===== config.mk =====
export PLATFORM = sky130hd
export DESIGN_NAME = sfd_outq
export DESIGN_NICKNAME = d
export VERILOG_FILES = /design/src/rtl/sfd_pkg.sv /design/src/rtl/sfd_outq.sv
export SDC_FILE = /design/constraint.sdc
export NUM_CORES = 1
export LEC_CHECK = 0
export BUFFER_PORTS_ARGS = -buffer_cell sky130_fd_sc_hd__buf_2
export CORE_MARGIN = 3
export CORE_UTILIZATION = 45
export CTS_BUF_LIST = sky130_fd_sc_hd__clkbuf_16
export DETAILED_ROUTE_END_ITERATION = 8
export HOLD_SLACK_MARGIN = 0.05
export PLACE_DENSITY = 0.76
export SYNTH_ARGS = -nofsm -noshare
export SYNTH_HDL_FRONTEND = slang
export SYNTH_SLANG_ARGS = --single-unit

===== constraint.sdc =====
create_clock -name clk -period 9.4 [get_ports clk]
set_clock_uncertainty 0.15 [all_clocks]
set_input_delay 0.94 -clock clk [delete_from_list [all_inputs] [get_ports clk]]
set_output_delay 0.94 -clock clk [all_outputs]
set_load 0.01 [all_outputs]

===== src/rtl/sfd_pkg.sv =====
// ----------------------------------------------------------------------------
// sfd_pkg: shared types and constants
// Register indexes, reset values and fixed field widths of the stereo delay.
// ----------------------------------------------------------------------------
package sfd_pkg;

  localparam int GAIN_W = 16;
  localparam int LEN_W  = 16;
  localparam int IDX_W  = 2;

  typedef logic [GAIN_W-1:0] gain_t;
  typedef logic [LEN_W-1:0]  len_t;

  typedef enum logic [IDX_W-1:0] {
    REG_LEFT_LENGTH   = 2'd0,
    REG_RIGHT_LENGTH  = 2'd1,
    REG_FEEDBACK_GAIN = 2'd2,
    REG_WET_GAIN      = 2'd3
  } reg_idx_t;

  localparam len_t  LEFT_LENGTH_RST   = 16'd2400;
  localparam len_t  RIGHT_LENGTH_RST  = 16'd2880;
  localparam gain_t FEEDBACK_GAIN_RST = 16'd12288;
  localparam gain_t WET_GAIN_RST      = 16'd32768;

  // output queue depth, covers one item in the mixing stage plus a stall
  localparam int QDEPTH = 3;
  localparam int QPTR_W = 2;

endpackage


===== src/rtl/sfd_outq.sv =====
// ----------------------------------------------------------------------------
// sfd_outq: result queue
// Small register queue between the mixing stage and the master side.
// ----------------------------------------------------------------------------
module sfd_outq #(
  parameter int WIDTH = 32
) (
  input  logic                      clk,
  input  logic                      rst,
  input  logic                      push,
  input  logic [WIDTH-1:0]          din,
  input  logic                      pop,
  output logic                      valid,
  output logic [WIDTH-1:0]          dout,
  output logic [sfd_pkg::QPTR_W-1:0] count
);

  import sfd_pkg::*;

  logic [WIDTH-1:0]  mem [QDEPTH];
  logic [QPTR_W-1:0] wr_ptr;
  logic [QPTR_W-1:0] rd_ptr;
  logic              do_pop;

  function automatic logic [QPTR_W-1:0] ptr_inc(input logic [QPTR_W-1:0] p);
    return (p == QPTR_W'(QDEPTH - 1)) ? '0 : p + QPTR_W'(1);
  endfunction

  assign valid  = (count != '0);
  assign dout   = mem[rd_ptr];
  assign do_pop = pop && valid;

  always_ff @(posedge clk) begin
    if (rst) begin
      wr_ptr <= '0;
      rd_ptr <= '0;
      count  <= '0;
    end else begin
      if (push) begin
        wr_ptr <= ptr_inc(wr_ptr);
      end
      if (do_pop) begin
        rd_ptr <= ptr_inc(rd_ptr);
      end
      if (push && !do_pop) begin
        count <= count + QPTR_W'(1);
      end else if (!push && do_pop) begin
        count <= count - QPTR_W'(1);
      end
    end
  end

  always_ff @(posedge clk) begin
    if (push) begin
      mem[wr_ptr] <= din;
    end
  end

endmodule


; ---- After elaboration in Yosys (flattened, before gate mapping)
; Memory sizes are Yosys's and may differ from the RTL's. A register that Yosys moved wholly into a read port is not among the register bits.
; Cells that the tools add are included.
[word_totals]
ff_bits = 6
ram_bits = 96
elab_cells = 25
mem_count = 1
[memory_table]
columns = memory, depth, word_bits, rd, rd_clocked_by_memory_dff, wr, line
row1 = mem, 3, 32, 1, 1, 1, sfd_outq.sv:20  ; logic [WIDTH-1:0] mem [QDEPTH];
[op_classes]
addsub = 4
eq_ne = 2
n_mux = 8
reduce_logical = 7
[op_table]
columns = cell, n
row1 = $mux W2, 6
row2 = $add A2 B1 Y2 const B, 3
row3 = $eq A2 B2 Y1 const B, 2
row4 = $reduce_bool A2 Y1, 2
row5 = $logic_and A1 B1 Y1, 3
row6 = $logic_not A1 Y1, 2
row7 = $mux W1, 2
row8 = $sub A2 B1 Y2 const B, 1

; ---- Depth between registers and ports, before layout
; Gate-level depths: netlist of the first run.
[logic_depth]
ltp_word = 5
depth_mapped = 5
ltp_nobuf = 5

; ---- Least setup slack after synthesis of the first run
; No wires, ideal clock.
[synth_timing]
path_type = in2reg
startpoint = input port push
endpoint = memory mem[0][0] (enable)
setup_time_ns = 0.463
arrival_ns = 3.249
t_required_ns = 8.787
setup_slack_ns = 5.538
cell_stages = 2
path_buffers = 0
path_cell_list = inv_1 -> nor3_1
[synth_via]
elab_chain_cells = 2
[synth_lines]
columns = element, line
row1 = start: declaration, sfd_outq.sv:10  ; input logic push,
row2 = $mux W1, sfd_outq.sv:54  ; if (push) begin
row3 = $mux W1 (not written as such), sfd_outq.sv:55  ; mem[wr_ptr] <= din;
row4 = end: declaration, sfd_outq.sv:20
; No other way between the ends.

==> results of run 1 <==
-- path summary, 6_finish.rpt --
check / slack [ns] / startpoint / cells past startpoint / end
max: 6.33 / flop / 3 / dout[28]
min reg2reg: 0.33 / rd_ptr[1] / 2 / flop
min: 0.33 / rd_ptr[1] / 2 / flop
max reg2reg: 7.11 / wr_ptr[0] / 2 / mem[0][7]
-- cell usage in the layout (no fill, tap or decap) --
cell       count
edfxtp_1      96
buf_2         70
nand2_1       35
o21ai_0       33
mux2i_1       32
clkbuf_16      9
dfxtp_1        6
clkinv_4       4
a21oi_1        3
or3_1          2
xor2_1         2
nor2_1         2
dfxtp_2        2
inv_6          2
or2_2          1
o21ai_2        1
inv_1          1
nor3_2         1
nor2_4         1
and3b_2        1
nor2b_1        1
o21ba_2        1
or3b_1         1
a21oi_2        1
ha_1           1
inv_8          1
buf_4          1
-- worst reg2reg max path, delay by kind of cell, from the launching register on --
kind	cells	cell delay (ns)
flops	1	0.36
simple gates	1	1.00
buf+inv	1	0.45
-- power groups by stage --
stage / Sequential (mW) / Combinational (mW) / Clock (mW)
finish: 0.576 / 0.173 / 0.347
global route: 0.583 / 0.192 / 0.377
CTS: 0.578 / 0.176 / 0.356
detailed placement: 0.588 / 0.175 / 0
global placement: 0.585 / 0.172 / 0
floorplan: 0.557 / 0.132 / 0
-- cell type report --
| type | count | share of cell area, % |
|---|---|---|
| Clock inverter | 7 | 1.39 |
| Tap cell | 105 | 2.86 |
| Timing Repair Buffer | 71 | 7.80 |
| Inverter | 1 | 0.0818 |
| Multi-Input combinational cell | 119 | 16.6 |
| Sequential cell | 104 | 66.4 |
| Clock buffer | 9 | 4.91 |
-- layer usage --
layer / part of all wire, % / vias up / track usage (%)
li1: - / 1024 / -
met1: 41 / 970 / 15.6
met2: 52 / 46 / 23.1
met3: 6.3 / 5 / 5.02
met4: 0.90 / 0 / 4.31
met5: 0 / - / 0
-- state kept, by name (all words and copies together), names as in the netlist, named ones only --
| signal | cells |
|---|---|
| wr_ptr | 2 |
| count | 2 |
| rd_ptr | 2 |
| mem | 96 |
-- logic make-up after synthesis --
group                      Yosys count
xor gates and xnor gates             2
buffers and inverters               12
AOI/OAI and AO/OA                   39
adders and majority gates            1
DFF                                104
muxes                               32
and+or+nand+nor                     45
-- per-stage QoR --
| stage | utilization, % | total power [mW] | instances |
|---|---|---|---|
| floorplan | - | 0.689 | 235 |
| global placement | 52.1 | 0.758 | 400 |
| detailed placement | 52.1 | 0.763 | 400 |
| CTS | 55.6 | 1.11 | 416 |
| global route | 55.6 | 1.15 | 416 |
| finish | 55.6 | 1.10 | 416 |
==> impl_results.md, run 1 <==
* Crit path largest cell delay at 1.02 ns
* Simple-gate share of the synthesized area at 4.94%
* Area occupied by multi-input gates at 762 um^2
* Placeable Area at 0.00826 mm^2
* Synth Cell Area at 0.00385 mm^2
* CTS tree: done
* Min cycle time layout at 3.07 ns
* Sequential Area at 0.00305 mm^2
* Period utilization at 32.7%
* Sequential power share at 52.6%
* First-pass GRT wire length at 10.0 mm
* Yosys top cell by area: edfxtp_1
* Overflow after GRT at 0
* Die height at 98.5 um
* Compound-Gate Fraction of Synth Area at 5.39%
* Wire per inst at 14.8 um
* Clock Power Share at 31.7%
* Max cap viols at 0
* Post-CTS Setup Bufs at 0
* CTS clk-pin slew, worst paths at 0.07 ns
* WP data arrival at 1.98 ns
* Synth Area in XOR/XNOR at 0.455%
* Combinational family with the most area after synthesis: multiplexers
* H-tree depth at 3
* Cell family with most CP delay: flip-flops
* CTS sink count at 104
* VDD IR max at 0.143 mV
* Row count at 33
* Status: finished clean
* Final setup fails at 0
* GP Congestion at 0.672
* Yosys warnings at 0
* Clock buffer depth at 2
* Hold_ws at 0.330 ns
* Final hold viol count at 0
* Crit path kind: flop to output port
* Area after DPL at 0.00430 mm^2
* Buffer and inverter count on the worst path at 1
* Fmax at 326 MHz
* Vias at 2045
* Commonest cells post-synth: edfxtp_1, nand2_1, o21ai_0
* Slowest-stage cell, CP: dfxtp_2
* Largest net degree at the start of global routing at 65
* Worst-skew pair later-pin latency at 0.33 ns
* Post-DR vias/cell at 4.92
* Dominant cells by area after synthesis: edfxtp_1, mux2i_1, o21ai_0
* Post-synth cell types at 22
* # fillers at 672
* Synth Area in Adders at 0.325%
* Slew margin rel. at 17.0%
* Hold WC Path Type: flop to flop
* Static Leakage at 1.58 nW
* Combinational power share at 15.8%
* Pwr dens at 239 mW/mm^2
* Worst Setup Slack, final at 6.33 ns
* Ys flop type: edfxtp_1
* Initial core utilization at 46.6%
* Post-route ant nets at 0
* Layout cell share with drive strength beyond 1 at 30.9%
* Hpwl dp at 3.73 mm
* Post-synthesis mux area share at 8.32%
* Worst-margin pin slew at 1.24 ns
* IO Count at 71
* Setup tns final at 0 ns
* Number of global-route vias before repair at 2068
* Sequential-to-total area share from yosys stat at 79.0%
* RSZ-0062 raised after global routing: no
* EDFF count, synth at 96
* Pint at 0.807 mW
* Pre-CTS WS at 6.37 ns
* Crit-path cells: mux2i_1, o21ai_0, buf_2
* PostCTS Resize Cnt at 0
* Pre-antenna DRT Iters at 4
* Detailed-route DRC error count at 0
* Area Overhead vs Synth at 19.2%
* Switching Fraction at 26.5%
* Root buffer cell: clkbuf_16
* Async SR Flop Fraction at 0%
* P_sw at 0.290 mW
* Crit start category: flop
* CP required at 8.31 ns
* Yosys top cell area share at 74.9%
* Die area at 0.00970 mm^2
* Synth Register Bits at 104
* CP endpoint kind: output port
* Port bufs at 70
* ANT cells at 0
* Hold_buf cts at 0
* First DRT Iteration DRCs at 94
* Syn Nets at 272
* Gate count after technology mapping at 235
* Tot GR Track Use at 13.4%
* Syn Area/Cell at 16.4 um^2
* CP Max Fanout at 32
* Final instance area at 0.00459 mm^2
* Drt total wl at 6.14 mm
* Initial antenna violation count at 0
* Slew Limit Fails at 0
* Final net count at 343
* Most numerous cell in the Yosys netlist: edfxtp_1
* Inserted Clock Buffers at 9
* Horiz. Die Dim at 98.5 um
Note: power is estimated with default switching activity, not from simulation.
==> run 2: changes to the inputs <==
Settings changed: PLACE_DENSITY 0.76 to 0.78.
Clock period 9.4 ns to 2.5 ns, I/O delays scaled along.
==> run 2 against run 1 <==
  * Sequential share of layout area down 5.5 points
  * Power rose to 3.8 times the previous value
  * Register-to-register slack worse by 6.3 ns
  * Critical path type unchanged
  * Critical endpoint is now dout[13]
==> impl_results.md, run 2 (synthesis results as in run 1) <==
* Static Leakage at 1.76 nW
* Layout cell share with drive strength beyond 1 at 28.7%
* M3 GR Usage at 4.10%
* GP Congestion at 0.745
* Inserted Clock Buffers at 9
* First-pass GRT wire length at 10.9 mm
* Sequential power share at 50.6%
* Fmax at 461 MHz
* Die height at 98.5 um
* Number of flip-flops in the largest register at 96
* Pre-antenna DRT Iters at 4
* RSZ-0062 raised after global routing: no
* Min cycle time layout at 2.17 ns
* Post-DR vias/cell at 4.88
* Leading cell type in the layout, fill and taps excluded: edfxtp_1
* Final hold viol count at 0
* Final net count at 381
* # fillers at 628
* CTS tree: done
* Final setup fails at 0
* Area after DPL at 0.00439 mm^2
* Hpwl dp at 4.05 mm
* Combinational power share at 18.9%
* CP endpoint kind: output port
* Overflow after GRT at 0
* Initial antenna violation count at 0
* Port bufs at 70
* Switching Fraction at 26.0%
* Final instance area at 0.00500 mm^2
* Horiz. Die Dim at 98.5 um
* Die area at 0.00970 mm^2
* Hold WC Path Type: input port to flop
* Crit path kind: flop to output port
* Worst-margin pin slew at 0.526 ns
* Wire per inst at 14.7 um
* Largest net degree at the start of global routing at 37
* Sequential Area at 0.00305 mm^2
* First DRT Iteration DRCs at 78
* Drt total wl at 6.66 mm
* Clock Power Share at 30.5%
* Max cap viols at 0
* Crit start category: flop
* Tot GR Track Use at 14.5%
* CTS sink count at 104
* Period utilization at 86.8%
* Initial core utilization at 46.6%
* Area Overhead vs Synth at 29.9%
* Post-CTS Setup Bufs at 0
* WP data arrival at 1.77 ns
* Non-filler cells, final at 454
* PostCTS Resize Cnt at 0
* Slew Limit Fails at 0
* Setup tns final at 0 ns
* CP Max Fanout at 18
* ANT cells at 0
* Worst-skew pair later-pin latency at 0.33 ns
* Pint at 3.08 mW
* Slew margin rel. at 64.9%
* Post-route ant nets at 0
* Grt met2 use at 24.6%
* CP required at 2.10 ns
* Area occupied by multi-input gates at 768 um^2
* Row count at 33
* GR peak layer: met2
* Placed cell count at 405
* Reg with most FFs: mem
* Clock buffer depth at 2
* Pwr dens at 833 mW/mm^2
* CTS clk-pin slew, worst paths at 0.06 ns
* H-tree depth at 3
* Hold_ws at 0.126 ns
* Status: finished clean
* VDD IR max at 0.575 mV
* Hold_buf cts at 33
* P_sw at 1.09 mW
* Vias at 2214
* Number of global-route vias before repair at 2305
* GR Util met1 at 18.1%
* Detailed-route DRC error count at 0
* Most frequent cells in the layout: edfxtp_1, buf_2, nand2_1
* Placeable Area at 0.00826 mm^2
* Root buffer cell: clkbuf_16
* IO Count at 71
[run 2: cell count changes in the layout (fill, tap and decap cells not counted), sizes merged]
cell         delta
inv             +2
clkinv          -2
dlygate4sd3    +33
buf             +5
[run 2: path summary, 6_finish.rpt]
path	start	endpoint	slack (ns)	cells after the start
setup reg to reg	wr_ptr[1]	mem[2][21]	0.86	3
hold / removal	pop	flop	0.13	4
hold reg to reg	rd_ptr[1]	flop	0.35	2
setup / recovery	flop	dout[13]	0.33	4
[run 2: power groups by stage]
stage	Clock (mW)	Sequential, mW	Combinational (mW)
floorplan	0	2.09	0.498
global placement	0	2.14	0.740
detailed placement	0	2.15	0.756
CTS	1.31	2.11	0.798
global route	1.39	2.12	0.872
finish	1.27	2.11	0.788
[run 2: critical path, cell delays in order, from the launching register on]
cell and delay, ns:
dfxtp_2 0.63, buf_12 0.25, mux2i_1 0.09, o21ai_0 0.28, buf_2 0.20
[run 2: per-stage QoR]
step	power [mW]	util [%]	worst slack, ns
finish	4.17	60.6	0.330
global route	4.38	60.6	0.201
CTS	4.22	60.6	0.335
detailed placement	2.90	53.2	0.699
global placement	2.88	53.2	0.692
floorplan	2.59	-	0.152
[run 2: cell type report]
type	count	share of cell area [%]
sequential	104	60.9
inverter	1	0.0750
multi-input combinational	119	15.4
clock inverter	7	1.05
clock buffer	9	4.50
timing repair buffer	109	15.5
tap	105	2.63
[run 2: per-layer routing]
layer,routed length (um),vias to the layer above,share of wire [%]
met2,3390,57,51
met5,0,-,0
li1,-,1101,-
met1,2910,1049,44
met3,295,7,4.4
met4,57,0,0.86
==> run 3: changes to the inputs <==
Settings changed: BUFFER_PORTS_ARGS -buffer_cell sky130_fd_sc_hd__buf_2 to -buffer_cell sky130_fd_sc_hd__clkbuf_2.
==> run 3 against run 2 <==
  * Maximum frequency about the same
  * Utilization down 0.14 points
  * Die area unchanged
  * Cell count unchanged
  * Global-route usage up 0.11 points
  * Hold slack better by 0.013 ns
  * Sequential share of layout area up 0.14 points
  * Critical path type unchanged
  * Critical endpoint unchanged
==> impl_results.md, run 3 (synthesis results as in run 1) <==
* Status: finished clean
* CTS clk-pin slew, worst paths at 0.06 ns
* GP Congestion at 0.690
* CP Max Fanout at 18
* Number of global-route vias before repair at 2278
* PostCTS Resize Cnt at 0
* Wire per inst at 14.9 um
* Port bufs at 70
* Hpwl dp at 4.16 mm
* Pre-antenna DRT Iters at 4
* Most frequent cells in the layout: edfxtp_1, clkbuf_2, nand2_1
* Placeable Area at 0.00826 mm^2
* Pwr dens at 830 mW/mm^2
* Crit path kind: flop to output port
* Final setup fails at 0
* CP required at 2.10 ns
* Leading cell type in the layout, fill and taps excluded: edfxtp_1
* IO Count at 71
* Initial core utilization at 46.6%
* WP data arrival at 1.77 ns
* Drt total wl at 6.78 mm
* Slew margin rel. at 63.7%
* RSZ-0062 raised after global routing: no
* Reg with most FFs: mem
* Fmax at 461 MHz
* Slew Limit Fails at 0
* Inserted Clock Buffers at 9
* CTS tree: done
* Overflow after GRT at 0
* Layout cell share with drive strength beyond 1 at 28.4%
* Crit start category: flop
* H-tree depth at 3
* Hold WC Path Type: input port to flop
* Worst-skew pair later-pin latency at 0.33 ns
* Root buffer cell: clkbuf_16
* Placed cell count at 405
* Area Overhead vs Synth at 29.6%
* First-pass GRT wire length at 10.9 mm
* VDD IR max at 0.484 mV
* Clock buffer depth at 2
* Number of flip-flops in the largest register at 96
* Min cycle time layout at 2.17 ns
* Setup tns final at 0 ns
* Final net count at 381
* Crit-path cells: buf_12, mux2i_1, o21ai_0, clkbuf_2
* Period utilization at 86.7%
* Final hold viol count at 0
* Static Leakage at 1.76 nW
* CP endpoint kind: output port
* Crit path largest cell delay at 0.64 ns
* Post-DR vias/cell at 4.92
* Die height at 98.5 um
* Post-route ant nets at 0
* Largest net degree at the start of global routing at 37
* First DRT Iteration DRCs at 116
* Max cap viols at 0
* ANT cells at 0
* Worst-margin pin slew at 0.544 ns
* CTS sink count at 104
* Non-filler cells, final at 454
* Die area at 0.00970 mm^2
* Horiz. Die Dim at 98.5 um
* Vias at 2232
* Final Util at 60.4%
* # fillers at 625
* Row count at 33
* Slowest-stage cell, CP: dfxtp_2
* Detailed-route DRC error count at 0
* Initial antenna violation count at 0
* Tot GR Track Use at 14.6%
-- run 3: where the power goes --
group          leakage (nW)  total (mW)  switching (mW)  internal (mW)
sequential            0.954        2.11           0.102           2.01
combinational         0.676       0.795           0.411          0.384
clock                 0.134        1.23           0.569          0.665
total                  1.76        4.14            1.08           3.06
-- run 3: final timing paths --
path	startpoint	end	slack [ns]	depth (start not counted)
hold reg to reg	rd_ptr[0]	flop	0.34	2
setup / recovery	flop	dout[13]	0.33	4
setup reg to reg	wr_ptr[1]	mem[2][0]	0.86	3
hold / removal	pop	flop	0.14	4
-- run 3: critical path, delay by kind of cell (launching register included) --
kind,cells,cell delay [ns]
flops,1,0.64
buf+inv,2,0.44
compound gates,1,0.25
mux,1,0.09
-- run 3: final cells by class --
type,instances,area [um^2],share of cell area [%]
Clock buffer,9,225,4.51
Clock inverter,7,41.3,0.827
Inverter,1,3.75,0.0752
Multi-Input combinational cell,119,768,15.4
Sequential cell,104,3050,61.0
Tap cell,105,131,2.63
Timing Repair Buffer,109,776,15.5
-- run 3: what timing repair did --
item                                   4_1_cts  5_1_grt
buffers inserted                             0        0
endpoints found under the hold margin      103        0
hold buffers                                33        0
-- run 3: per-stage QoR --
stage	hold WS (ns)	setup WS (ns)	instance area, um^2	total power [mW]
3_5_place_dp	0.305	0.687	4390	2.92
3_3_place_gp	0.301	0.677	4390	2.89
6_report	0.139	0.332	4990	4.14
2_1_floorplan	0.167	0.152	3860	2.59
4_1_cts	0.124	0.310	4990	4.19
5_1_grt	0.164	0.224	4990	4.34
-- run 3: metal layers --
metal	GRT usage [%]	part of all wire [%]	wire length (um)	vias to the layer above
li1	-	-	-	1096
met1	17.6	42	2870	1071
met2	25.1	52	3520	56
met3	3.68	4.3	293	9
met4	6.09	1.5	100	0
met5	0	0	0	-
